===== src/rtl/crws_pkg.sv =====
// Package with the constants, types and codes of the cheapest run window search.
package crws_pkg;

  localparam int HORIZON_HOURS   = 48;
  localparam int MINUTES_PER_SLOT = 60;
  localparam int PRICE_BITS      = 24;

  localparam int HORIZON_MINUTES = HORIZON_HOURS * MINUTES_PER_SLOT;

  localparam int SLOT_FIELD_W = 6;
  localparam int VALUE_W      = 24;
  localparam int MIN_W        = 12;
  localparam int SUM_W        = 36;

  localparam int SLOT_W = $clog2(HORIZON_HOURS + 1);
  localparam int ADDR_W = (HORIZON_HOURS > 1) ? $clog2(HORIZON_HOURS) : 1;
  localparam int OFS_W  = (MINUTES_PER_SLOT > 1) ? $clog2(MINUTES_PER_SLOT) : 1;

  localparam int RECIP_SHIFT = 20;
  localparam int RECIP       = ((2 ** RECIP_SHIFT) + MINUTES_PER_SLOT - 1) / MINUTES_PER_SLOT;
  localparam int RECIP_W     = RECIP_SHIFT + 1;
  localparam int PROD_W      = MIN_W + RECIP_W;

  localparam logic FUNC_LOAD   = 1'b0;
  localparam logic FUNC_SEARCH = 1'b1;

  localparam logic STATUS_FOUND  = 1'b0;
  localparam logic STATUS_NO_FIT = 1'b1;

  typedef enum logic [3:0] {
    ST_IDLE,
    ST_DIV,
    ST_OFS,
    ST_FILL_RD,
    ST_FILL_ADD,
    ST_INIT,
    ST_CHECK,
    ST_SUB_RD,
    ST_SUB,
    ST_ADD_RD,
    ST_ADD,
    ST_RESULT
  } state_e;

  typedef enum logic [2:0] {
    ACC_HOLD,
    ACC_CLEAR,
    ACC_ADD,
    ACC_SUB,
    ACC_INIT,
    ACC_CMP
  } acc_op_e;

  typedef struct packed {
    acc_op_e            op;
    logic [MIN_W-1:0]   cursor;
  } acc_ctrl_t;

  typedef struct packed {
    logic load;
    logic status;
  } res_ctrl_t;

endpackage


===== src/rtl/crws_price_mem.sv =====
// Hourly price memory with one write port and one registered read port.
module crws_price_mem (
  input  logic                                     clk_i,
  input  logic                                     wr_en_i,
  input  logic [crws_pkg::ADDR_W-1:0]              wr_addr_i,
  input  logic signed [crws_pkg::PRICE_BITS-1:0]   wr_data_i,
  input  logic [crws_pkg::ADDR_W-1:0]              rd_addr_i,
  output logic signed [crws_pkg::PRICE_BITS-1:0]   rd_data_o
);

  logic signed [crws_pkg::PRICE_BITS-1:0] mem_q [crws_pkg::HORIZON_HOURS];
  logic signed [crws_pkg::PRICE_BITS-1:0] rd_data_q;

  always_ff @(posedge clk_i) begin
    if (wr_en_i) begin
      mem_q[wr_addr_i] <= wr_data_i;
    end
  end

  always_ff @(posedge clk_i) begin
    rd_data_q <= mem_q[rd_addr_i];
  end

  assign rd_data_o = rd_data_q;

endmodule


===== src/rtl/crws_acc.sv =====
// Shared add and subtract unit with the running window sum and the lowest sum tracker.
module crws_acc (
  input  logic                                    clk_i,
  input  logic                                    rst_ni,
  input  crws_pkg::acc_ctrl_t                     ctrl_i,
  input  logic signed [crws_pkg::PRICE_BITS-1:0]  price_i,
  output logic signed [crws_pkg::SUM_W-1:0]       lowest_sum_o,
  output logic [crws_pkg::MIN_W-1:0]              lowest_start_o
);

  logic signed [crws_pkg::SUM_W-1:0] window_sum_q, window_sum_d;
  logic signed [crws_pkg::SUM_W-1:0] lowest_sum_q, lowest_sum_d;
  logic [crws_pkg::MIN_W-1:0]        lowest_start_q, lowest_start_d;
  logic signed [crws_pkg::SUM_W-1:0] operand;
  logic signed [crws_pkg::SUM_W-1:0] addend;
  logic signed [crws_pkg::SUM_W-1:0] alu_sum;
  logic                              sub;

  assign sub     = (ctrl_i.op == crws_pkg::ACC_SUB);
  assign operand = crws_pkg::SUM_W'(price_i);
  assign addend  = sub ? ~operand : operand;
  assign alu_sum = window_sum_q + addend + crws_pkg::SUM_W'(sub);

  always_comb begin
    window_sum_d   = window_sum_q;
    lowest_sum_d   = lowest_sum_q;
    lowest_start_d = lowest_start_q;
    case (ctrl_i.op)
      crws_pkg::ACC_CLEAR: begin
        window_sum_d = '0;
      end
      crws_pkg::ACC_ADD, crws_pkg::ACC_SUB: begin
        window_sum_d = alu_sum;
      end
      crws_pkg::ACC_INIT: begin
        lowest_sum_d   = window_sum_q;
        lowest_start_d = ctrl_i.cursor;
      end
      crws_pkg::ACC_CMP: begin
        if (window_sum_q < lowest_sum_q) begin
          lowest_sum_d   = window_sum_q;
          lowest_start_d = ctrl_i.cursor;
        end
      end
      default: begin
        window_sum_d = window_sum_q;
      end
    endcase
  end

  always_ff @(posedge clk_i or negedge rst_ni) begin
    if (!rst_ni) begin
      window_sum_q   <= '0;
      lowest_sum_q   <= '0;
      lowest_start_q <= '0;
    end else begin
      window_sum_q   <= window_sum_d;
      lowest_sum_q   <= lowest_sum_d;
      lowest_start_q <= lowest_start_d;
    end
  end

  assign lowest_sum_o   = lowest_sum_q;
  assign lowest_start_o = lowest_start_q;

  a_init_copies: assert property (@(posedge clk_i) disable iff (!rst_ni)
    ctrl_i.op == crws_pkg::ACC_INIT |=> lowest_sum_q == window_sum_q)
    else $error("Lowest sum does not match the window sum after init.");

  a_cmp_never_rises: assert property (@(posedge clk_i) disable iff (!rst_ni)
    ctrl_i.op == crws_pkg::ACC_CMP |=> lowest_sum_q <= $past(lowest_sum_q))
    else $error("Compare raised the lowest sum.");

  a_slide_keeps_best: assert property (@(posedge clk_i) disable iff (!rst_ni)
    (ctrl_i.op == crws_pkg::ACC_ADD || ctrl_i.op == crws_pkg::ACC_SUB)
    |=> $stable(lowest_sum_q) && $stable(lowest_start_q))
    else $error("Best window changed during an add or subtract step.");

endmodule


===== src/rtl/crws_seq.sv =====
// Sequencer that walks the fill and slide steps of one search.
module crws_seq (
  input  logic                                  clk_i,
  input  logic                                  rst_ni,
  input  logic                                  in_valid_i,
  input  logic                                  func_i,
  input  logic [crws_pkg::MIN_W-1:0]            first_minute_i,
  input  logic [crws_pkg::MIN_W-1:0]            run_minutes_i,
  input  logic                                  out_busy_i,
  output logic                                  in_stall_o,
  output logic [crws_pkg::ADDR_W-1:0]           rd_addr_o,
  output crws_pkg::acc_ctrl_t                   acc_ctrl_o,
  output crws_pkg::res_ctrl_t                   res_o
);

  crws_pkg::state_e state_q, state_d;

  logic [crws_pkg::MIN_W-1:0]  first_q, first_d;
  logic [crws_pkg::MIN_W-1:0]  remaining_q, remaining_d;
  logic [crws_pkg::MIN_W-1:0]  cursor_q, cursor_d;
  logic [crws_pkg::SLOT_W-1:0] enter_slot_q, enter_slot_d;
  logic [crws_pkg::OFS_W-1:0]  enter_ofs_q, enter_ofs_d;
  logic [crws_pkg::SLOT_W-1:0] leave_slot_q, leave_slot_d;
  logic [crws_pkg::OFS_W-1:0]  leave_ofs_q, leave_ofs_d;
  logic                        no_fit_q, no_fit_d;

  logic                        accept;
  logic [crws_pkg::MIN_W:0]    end_minute;
  logic                        no_fit;
  logic [crws_pkg::PROD_W-1:0] quot_prod;
  logic [crws_pkg::MIN_W-1:0]  slot_base;
  logic [crws_pkg::MIN_W-1:0]  ofs_full;
  logic                        enter_wrap;
  logic                        leave_wrap;
  logic                        enter_in_range;

  assign accept     = in_valid_i && (state_q == crws_pkg::ST_IDLE);
  assign end_minute = {1'b0, first_minute_i} + {1'b0, run_minutes_i};
  assign no_fit     = (run_minutes_i == '0) || (32'(end_minute) > crws_pkg::HORIZON_MINUTES);
  assign quot_prod  = crws_pkg::PROD_W'(first_q) * crws_pkg::PROD_W'(crws_pkg::RECIP);
  assign slot_base  = crws_pkg::MIN_W'(enter_slot_q) *
                      crws_pkg::MIN_W'(crws_pkg::MINUTES_PER_SLOT);
  assign ofs_full   = first_q - slot_base;
  assign enter_wrap = (32'(enter_ofs_q) == crws_pkg::MINUTES_PER_SLOT - 1);
  assign leave_wrap = (32'(leave_ofs_q) == crws_pkg::MINUTES_PER_SLOT - 1);
  assign enter_in_range = (32'(enter_slot_q) < crws_pkg::HORIZON_HOURS);

  always_comb begin
    state_d      = state_q;
    first_d      = first_q;
    remaining_d  = remaining_q;
    cursor_d     = cursor_q;
    enter_slot_d = enter_slot_q;
    enter_ofs_d  = enter_ofs_q;
    leave_slot_d = leave_slot_q;
    leave_ofs_d  = leave_ofs_q;
    no_fit_d     = no_fit_q;
    acc_ctrl_o.op     = crws_pkg::ACC_HOLD;
    acc_ctrl_o.cursor = cursor_q;
    res_o.load   = 1'b0;
    res_o.status = no_fit_q;
    rd_addr_o    = crws_pkg::ADDR_W'(enter_slot_q);
    in_stall_o   = (state_q != crws_pkg::ST_IDLE);

    case (state_q)
      crws_pkg::ST_IDLE: begin
        if (accept && func_i == crws_pkg::FUNC_SEARCH) begin
          first_d     = first_minute_i;
          remaining_d = run_minutes_i;
          cursor_d    = first_minute_i;
          no_fit_d    = no_fit;
          if (no_fit) begin
            state_d = crws_pkg::ST_RESULT;
          end else begin
            acc_ctrl_o.op = crws_pkg::ACC_CLEAR;
            state_d       = crws_pkg::ST_DIV;
          end
        end
      end
      crws_pkg::ST_DIV: begin
        enter_slot_d = crws_pkg::SLOT_W'(quot_prod >> crws_pkg::RECIP_SHIFT);
        state_d      = crws_pkg::ST_OFS;
      end
      crws_pkg::ST_OFS: begin
        enter_ofs_d  = crws_pkg::OFS_W'(ofs_full);
        leave_ofs_d  = crws_pkg::OFS_W'(ofs_full);
        leave_slot_d = enter_slot_q;
        state_d      = crws_pkg::ST_FILL_RD;
      end
      crws_pkg::ST_FILL_RD: begin
        state_d = crws_pkg::ST_FILL_ADD;
      end
      crws_pkg::ST_FILL_ADD: begin
        acc_ctrl_o.op = crws_pkg::ACC_ADD;
        if (enter_wrap) begin
          enter_ofs_d  = '0;
          enter_slot_d = enter_slot_q + 1'b1;
        end else begin
          enter_ofs_d = enter_ofs_q + 1'b1;
        end
        remaining_d = remaining_q - 1'b1;
        if (remaining_q == crws_pkg::MIN_W'(1)) begin
          state_d = crws_pkg::ST_INIT;
        end else begin
          state_d = crws_pkg::ST_FILL_RD;
        end
      end
      crws_pkg::ST_INIT: begin
        acc_ctrl_o.op = crws_pkg::ACC_INIT;
        state_d       = crws_pkg::ST_CHECK;
      end
      crws_pkg::ST_CHECK: begin
        acc_ctrl_o.op = crws_pkg::ACC_CMP;
        if (enter_in_range) begin
          state_d = crws_pkg::ST_SUB_RD;
        end else begin
          state_d = crws_pkg::ST_RESULT;
        end
      end
      crws_pkg::ST_SUB_RD: begin
        rd_addr_o = crws_pkg::ADDR_W'(leave_slot_q);
        state_d   = crws_pkg::ST_SUB;
      end
      crws_pkg::ST_SUB: begin
        acc_ctrl_o.op = crws_pkg::ACC_SUB;
        if (leave_wrap) begin
          leave_ofs_d  = '0;
          leave_slot_d = leave_slot_q + 1'b1;
        end else begin
          leave_ofs_d = leave_ofs_q + 1'b1;
        end
        state_d = crws_pkg::ST_ADD_RD;
      end
      crws_pkg::ST_ADD_RD: begin
        state_d = crws_pkg::ST_ADD;
      end
      crws_pkg::ST_ADD: begin
        acc_ctrl_o.op = crws_pkg::ACC_ADD;
        if (enter_wrap) begin
          enter_ofs_d  = '0;
          enter_slot_d = enter_slot_q + 1'b1;
        end else begin
          enter_ofs_d = enter_ofs_q + 1'b1;
        end
        cursor_d = cursor_q + 1'b1;
        state_d  = crws_pkg::ST_CHECK;
      end
      crws_pkg::ST_RESULT: begin
        if (!out_busy_i) begin
          res_o.load = 1'b1;
          state_d    = crws_pkg::ST_IDLE;
        end
      end
      default: begin
        state_d = crws_pkg::ST_IDLE;
      end
    endcase
  end

  always_ff @(posedge clk_i or negedge rst_ni) begin
    if (!rst_ni) begin
      state_q     <= crws_pkg::ST_IDLE;
      remaining_q <= '0;
      cursor_q    <= '0;
      no_fit_q    <= 1'b0;
    end else begin
      state_q     <= state_d;
      remaining_q <= remaining_d;
      cursor_q    <= cursor_d;
      no_fit_q    <= no_fit_d;
    end
  end

  always_ff @(posedge clk_i) begin
    first_q      <= first_d;
    enter_slot_q <= enter_slot_d;
    enter_ofs_q  <= enter_ofs_d;
    leave_slot_q <= leave_slot_d;
    leave_ofs_q  <= leave_ofs_d;
  end

  a_fill_count: assert property (@(posedge clk_i) disable iff (!rst_ni)
    state_q == crws_pkg::ST_FILL_ADD |-> remaining_q != '0)
    else $error("Fill step taken with no minutes left.");

  a_leave_in_range: assert property (@(posedge clk_i) disable iff (!rst_ni)
    state_q == crws_pkg::ST_SUB_RD |-> 32'(leave_slot_q) < crws_pkg::HORIZON_HOURS)
    else $error("Leaving minute lies beyond the horizon.");

  a_enter_in_range: assert property (@(posedge clk_i) disable iff (!rst_ni)
    (state_q == crws_pkg::ST_FILL_RD || state_q == crws_pkg::ST_ADD_RD) |-> enter_in_range)
    else $error("Entering minute lies beyond the horizon.");

  a_result_to_idle: assert property (@(posedge clk_i) disable iff (!rst_ni)
    res_o.load |=> state_q == crws_pkg::ST_IDLE)
    else $error("Sequencer did not return to idle after a result.");

endmodule


===== src/rtl/cheapest_run_window_search.sv =====
// Top level of the cheapest run window search over a table of hourly prices.
//
//   Channel | Valid       | Stall       | Payload
//   in      | in_valid_i  | in_stall_o  | func_i, price_slot_i, price_value_i,
//           |             |             | first_minute_i, run_minutes_i
//   out     | out_valid_o | out_stall_i | best_start_o, best_sum_o, status_o
//
// A load transaction gives no result.
// A search is paced by the single adder and the one read port of the price memory,
// and its result is handed over from a separate result state.
// A search that does not fit goes straight to the result state.
// The output register holds a result while out_stall_i is high; a new transaction
// is taken meanwhile and waits only at its own result.
// Price entries are undefined after reset until a load writes them.
module cheapest_run_window_search (
  input  logic                                    clk_i,
  input  logic                                    rst_ni,
  input  logic                                    in_valid_i,
  output logic                                    in_stall_o,
  input  logic                                    func_i,
  input  logic [crws_pkg::SLOT_FIELD_W-1:0]       price_slot_i,
  input  logic signed [crws_pkg::VALUE_W-1:0]     price_value_i,
  input  logic [crws_pkg::MIN_W-1:0]              first_minute_i,
  input  logic [crws_pkg::MIN_W-1:0]              run_minutes_i,
  output logic                                    out_valid_o,
  input  logic                                    out_stall_i,
  output logic [crws_pkg::MIN_W-1:0]              best_start_o,
  output logic signed [crws_pkg::SUM_W-1:0]       best_sum_o,
  output logic                                    status_o
);

  crws_pkg::acc_ctrl_t acc_ctrl;
  crws_pkg::res_ctrl_t res;

  logic [crws_pkg::ADDR_W-1:0]             rd_addr;
  logic signed [crws_pkg::PRICE_BITS-1:0]  rd_price;
  logic signed [crws_pkg::SUM_W-1:0]       lowest_sum;
  logic [crws_pkg::MIN_W-1:0]              lowest_start;
  logic                                    wr_en;
  logic                                    out_busy;

  logic                              out_valid_q, out_valid_d;
  logic [crws_pkg::MIN_W-1:0]        out_start_q, out_start_d;
  logic signed [crws_pkg::SUM_W-1:0] out_sum_q, out_sum_d;
  logic                              out_status_q, out_status_d;

  assign wr_en = in_valid_i && !in_stall_o && (func_i == crws_pkg::FUNC_LOAD) &&
                 (32'(price_slot_i) < crws_pkg::HORIZON_HOURS);
  assign out_busy = out_valid_q && out_stall_i;

  crws_price_mem u_mem (
    .clk_i     (clk_i),
    .wr_en_i   (wr_en),
    .wr_addr_i (crws_pkg::ADDR_W'(price_slot_i)),
    .wr_data_i (crws_pkg::PRICE_BITS'(price_value_i)),
    .rd_addr_i (rd_addr),
    .rd_data_o (rd_price)
  );

  crws_seq u_seq (
    .clk_i          (clk_i),
    .rst_ni         (rst_ni),
    .in_valid_i     (in_valid_i),
    .func_i         (func_i),
    .first_minute_i (first_minute_i),
    .run_minutes_i  (run_minutes_i),
    .out_busy_i     (out_busy),
    .in_stall_o     (in_stall_o),
    .rd_addr_o      (rd_addr),
    .acc_ctrl_o     (acc_ctrl),
    .res_o          (res)
  );

  crws_acc u_acc (
    .clk_i          (clk_i),
    .rst_ni         (rst_ni),
    .ctrl_i         (acc_ctrl),
    .price_i        (rd_price),
    .lowest_sum_o   (lowest_sum),
    .lowest_start_o (lowest_start)
  );

  always_comb begin
    out_valid_d  = out_valid_q;
    out_start_d  = out_start_q;
    out_sum_d    = out_sum_q;
    out_status_d = out_status_q;
    if (res.load) begin
      out_valid_d  = 1'b1;
      out_status_d = res.status;
      if (res.status == crws_pkg::STATUS_NO_FIT) begin
        out_start_d = '0;
        out_sum_d   = '0;
      end else begin
        out_start_d = lowest_start;
        out_sum_d   = lowest_sum;
      end
    end else if (out_valid_q && !out_stall_i) begin
      out_valid_d = 1'b0;
    end
  end

  always_ff @(posedge clk_i or negedge rst_ni) begin
    if (!rst_ni) begin
      out_valid_q <= 1'b0;
    end else begin
      out_valid_q <= out_valid_d;
    end
  end

  always_ff @(posedge clk_i) begin
    out_start_q  <= out_start_d;
    out_sum_q    <= out_sum_d;
    out_status_q <= out_status_d;
  end

  assign out_valid_o  = out_valid_q;
  assign best_start_o = out_start_q;
  assign best_sum_o   = out_sum_q;
  assign status_o     = out_status_q;

  a_no_overwrite: assert property (@(posedge clk_i) disable iff (!rst_ni)
    res.load |-> !out_busy)
    else $error("Result loaded over a transaction still waiting.");

  a_no_write_in_search: assert property (@(posedge clk_i) disable iff (!rst_ni)
    wr_en |-> acc_ctrl.op == crws_pkg::ACC_HOLD)
    else $error("Price written while a search is running.");

  a_no_fit_zero: assert property (@(posedge clk_i) disable iff (!rst_ni)
    res.load && res.status == crws_pkg::STATUS_NO_FIT |=> best_sum_o == '0 && best_start_o == '0)
    else $error("No-fit result carries a nonzero start or sum.");

endmodule

===== config.mk =====
export PLATFORM = sky130hd
export DESIGN_NAME = cheapest_run_window_search
export DESIGN_NICKNAME = d
export VERILOG_FILES = /design/src/rtl/crws_pkg.sv /design/src/rtl/crws_price_mem.sv /design/src/rtl/crws_acc.sv /design/src/rtl/crws_seq.sv /design/src/rtl/cheapest_run_window_search.sv
export SDC_FILE = /design/constraint.sdc
export NUM_CORES = 2
export LEC_CHECK = 0
export ABC_CLOCK_PERIOD_IN_PS = 5660
export CAP_MARGIN = 20
export CORE_MARGIN = 2
export CORE_UTILIZATION = 36
export CTS_CLUSTER_DIAMETER = 50
export DETAILED_ROUTE_END_ITERATION = 12
export DONT_BUFFER_PORTS = 1
export SLEW_MARGIN = 20
export SYNTH_ARGS = -nofsm -noshare
export SYNTH_HDL_FRONTEND = slang
export SYNTH_HIERARCHICAL = 1
export SYNTH_SLANG_ARGS = --single-unit
export TNS_END_PERCENT = 50

===== constraint.sdc =====
create_clock -name clk_i -period 5.66 [get_ports clk_i]
set_input_delay 0.849 -clock clk_i [delete_from_list [all_inputs] [get_ports clk_i]]
set_output_delay 0.849 -clock clk_i [all_outputs]
set_load 0.02 [all_outputs]

==> impl_metrics.env <==
export IMPL_min_period_ns=5.19
export IMPL_grt_start_max_net_pins=115
export IMPL_yosysSeqAreaShare=0.687
export IMPL_hold_viol_final=0
export IMPL_required_ns=6.38
export IMPL_synth_largest_area_cell="edfxtp_1"
export IMPL_area_growth_pct=14.6
export IMPL_ir_worst_vdd_uv=337
export IMPL_htreeDepth=4
export IMPL_postCtsSetupRepairBufs=0
export IMPL_cp_data_arrival_time_ns=5.91
export IMPL_cts_buffers=147
export IMPL_place_congestion=0.840
export IMPL_crit_path_end_kind="flop"
export IMPL_setup_viol=0
export IMPL_num_vias=32200
export IMPL_multiInputGateArea_mm2=0.0174
export IMPL_path_clk_slew_ns=0.06
export IMPL_cpMostUsedCell="buf_4"
export IMPL_place_ws_ns=-0.345
export IMPL_p_leak_nw=23.9
export IMPL_fillers=14600
export IMPL_path_buf_inv=4
export IMPL_finalMaxSlewViolations=0
export IMPL_clock_sinks=1375
export IMPL_max_cap_viol_count=0
export IMPL_die_w_um=408
export IMPL_start_util=0.362
export IMPL_root_buffer="clkbuf_16"
export IMPL_seq_area_mm2=0.0405
export IMPL_critical_path_top_delay_family="compound AO/OA/AOI/OAI gates"
export IMPL_core_area_mm2=0.163
export IMPL_hold_class="in2async"
export IMPL_avgSynthCellArea_um2=16.7
export IMPL_drtAntennaViolNets=0
export IMPL_critPathMaxStageDelay_ns=0.55
export IMPL_drt_iter0_drc=2812
export IMPL_outcome="finished clean"
export IMPL_cts_buffer_depth=3
export IMPL_synth_cell_type_count=87
export IMPL_final_common_cell="edfxtp_1"
export IMPL_rsz0062_at_grt="false"
export IMPL_cp_start_kind="primary input"
export IMPL_drive_above_1_share=0.184
export IMPL_synthTopCellsByArea="edfxtp_1 (63%), mux2i_1 (6.6%), dfrtp_1 (4.8%)"
export IMPL_drc_errors=0
export IMPL_cp_slowest_cell="a2111oi_0"
export IMPL_routed_wl_mm=145
export IMPL_firstDrtPassIters=7
export IMPL_syn_area_mm2=0.0589
export IMPL_syn_nets=3751
export IMPL_p_per_area_mw_per_mm2=527
export IMPL_synth_edf_count=1237
export IMPL_async_flop_share=0.0829
export IMPL_ys_warn_count=6
export IMPL_critical_path_class="in2reg"
export IMPL_grt_pass1_vias=31600
export IMPL_dp_hpwl_mm=86.2
export IMPL_critPathMaxFanout=21
export IMPL_cts_tree="done"
export IMPL_portBuffers=0
export IMPL_postLayoutCoreUtil=0.415
export IMPL_grt_ovfl_total=0
export IMPL_antenna_found_initial=3
export IMPL_clk_latency_ns=0.78
export IMPL_die_height_um=408
export IMPL_grt_first_pass_wirelength_mm=213
export IMPL_ioPinCount=110
export IMPL_synth_top_area_share=0.631
export IMPL_fmax_mhz=193
export IMPL_path_cells="ha_1 > fa_2 > a211oi_2 > nor2_1 > xor2_1 > or4_4 > a2111oi_4 > nor2_1 > o21ai_2 > buf_4 > nand2_2 > buf_12 > buf_4 > xnor2_2 > ha_1 > a21o_1 > a21oi_1 > buf_4 > nand3_1 > a21o_1 > a2111oi_0 > or3_1"
export IMPL_fp_dieArea_mm2=0.167
export IMPL_layout_setup_ws_ns=0.472
export IMPL_ys_flop_type="edfxtp_1"
export IMPL_rows=148
export IMPL_ys_seq_elements=1375
export IMPL_mostFrequentLayoutCells="edfxtp_1 (1237), mux2i_1 (388), buf_4 (187), ha_1 (148), clkbuf_16 (147)"
export IMPL_final_setup_skew_ns=0.0538
export IMPL_fin_crit_sh=0.917
export IMPL_fin_nets=3925
export IMPL_tightest_slew_ns=1.14
export IMPL_routed_via_density=5.36
export IMPL_wl_per_cell_um=24.2
export IMPL_slew_headroom=0.235
export IMPL_whs_ns=0.0258
export IMPL_gr_usage_all_layers=0.172
export IMPL_syn_inst=3525
export IMPL_p_total_mw=35.5
[worst reg2reg max path, cell delays in order, from the launching register on]
cell       delay [ns]
dfrtp_1          0.37
buf_4            0.18
nand2b_1         0.33
or3_1            0.68
nand2_1          0.31
nor2b_2          0.22
nand2_2          0.08
buf_12           0.17
buf_4            0.17
xnor2_2          0.24
ha_1             0.33
a21o_1           0.19
a21oi_1          0.29
buf_4            0.19
nand3_1          0.10
a21o_1           0.20
a2111oi_0        0.55
or3_1            0.18
[per-layer routing]
layer  GRT usage  routed length, um
met5           0                  0
met4      0.0463               3100
met3      0.0365               9950
met2       0.276              68600
met1       0.237              63700
[layout make-up]
| class | count | area share |
|---|---|---|
| Sequential cell | 1375 | 0.600 |
| Multi-Input combinational cell | 1880 | 0.258 |
| Clock buffer | 186 | 0.0574 |
| Tap cell | 2175 | 0.0403 |
| Timing Repair Buffer | 203 | 0.0255 |
| Clock inverter | 83 | 0.0136 |
| Inverter | 92 | 0.00512 |
| Antenna cell | 5 | 0.000185 |
[worst paths after layout]
check | start | to | slack, ns | cells after the start
setup / recovery | first_minute_i[0] | u_acc/window_sum_q[32] | 0.47 | 22
min in group clk_i | price_value_i[6] | u_mem/mem_q[36][6] | 0.16 | 0
setup reg to reg | u_seq/state_q[2] | u_acc/window_sum_q[32] | 0.83 | 17
max in group asynchronous | rst_ni | u_acc/lowest_sum_o[18] | 5.13 | 1
hold / removal | rst_ni | u_acc/lowest_start_o[1] | 0.03 | 1
hold reg to reg | u_seq/no_fit_q | u_seq/no_fit_q | 0.48 | 1
[metrics by stage]
| step | instance area (um2) | instances | setup TNS (ns) |
|---|---|---|---|
| 2_1_floorplan | 58900 | 3525 | 0 |
| 3_3_place_gp | 62600 | 5721 | -2.18 |
| 3_5_place_dp | 62600 | 5722 | -3.16 |
| 4_1_cts | 67400 | 5992 | 0 |
| 5_1_grt | 67400 | 5994 | 0 |
| 6_report | 67500 | 5999 | 0 |
[cells in the mapped netlist (8+ instances only)]
cell type and number:
o41ai_2 24, a22oi_1 97, xor2_1 23, xnor2_1 62
inv_1 91, clkbuf_1 92, dfrtp_1 114, and3_1 9
fa_1 19, dfxtp_1 24, edfxtp_1 1237, a221o_1 8
or3_1 9, ha_1 148, a21oi_1 119, buf_6 18
buf_4 29, nand3_1 48, nand4_1 16, and2_1 9
nand2_1 118, a221oi_1 49, buf_1 16, o22ai_1 35
nor2b_1 63, a22o_1 79, o21ai_0 49, nor2_1 111
a211oi_1 12, a21o_1 43, nand2b_1 19, mux4_2 120
buf_2 23, mux2i_1 388, nor3_1 24, mux2_2 56
[repair_timing]
action,CTS,global route
resized for setup,0,0
hold endpoints to repair,114,0
setup endpoints to repair,0,0
hold buffers,1,0
[report_power, final]
part	internal [mW]	switching, mW	total [mW]	leakage, nW
clock	5.36	4.11	9.47	2.32
sequential	11.8	0.583	12.4	12.8
combinational	5.99	7.70	13.7	8.84
total	23.1	12.4	35.5	23.9
[logic make-up (layout without fill, tap and decap cells)]
| group | after synthesis | after routing | synth area share |
|---|---|---|---|
| compound gates | 601 | 601 | 0.0785 |
| fa+ha+maj | 167 | 167 | 0.0379 |
| xor+xnor | 85 | 85 | 0.0126 |
| simple gates | 463 | 463 | 0.0391 |
| mux | 564 | 564 | 0.123 |
| buf+inv | 270 | 564 | 0.0218 |
| other cells | 0 | 5 | 0 |
| flops | 1375 | 1375 | 0.687 |
[sequential cells by signal (all words and copies together), names as in the netlist, 12 cells and up]
name / cells
u_mem/mem_q: 1152
best_start_o: 12
u_seq/first_q: 12
u_seq/remaining_q: 12
best_sum_o: 36
u_acc/lowest_sum_o: 36
u_acc/window_sum_q: 36
u_acc/lowest_start_o: 12
u_mem/rd_data_o: 24
u_seq/cursor_q: 12
Power figures use the tool's default switching activity.
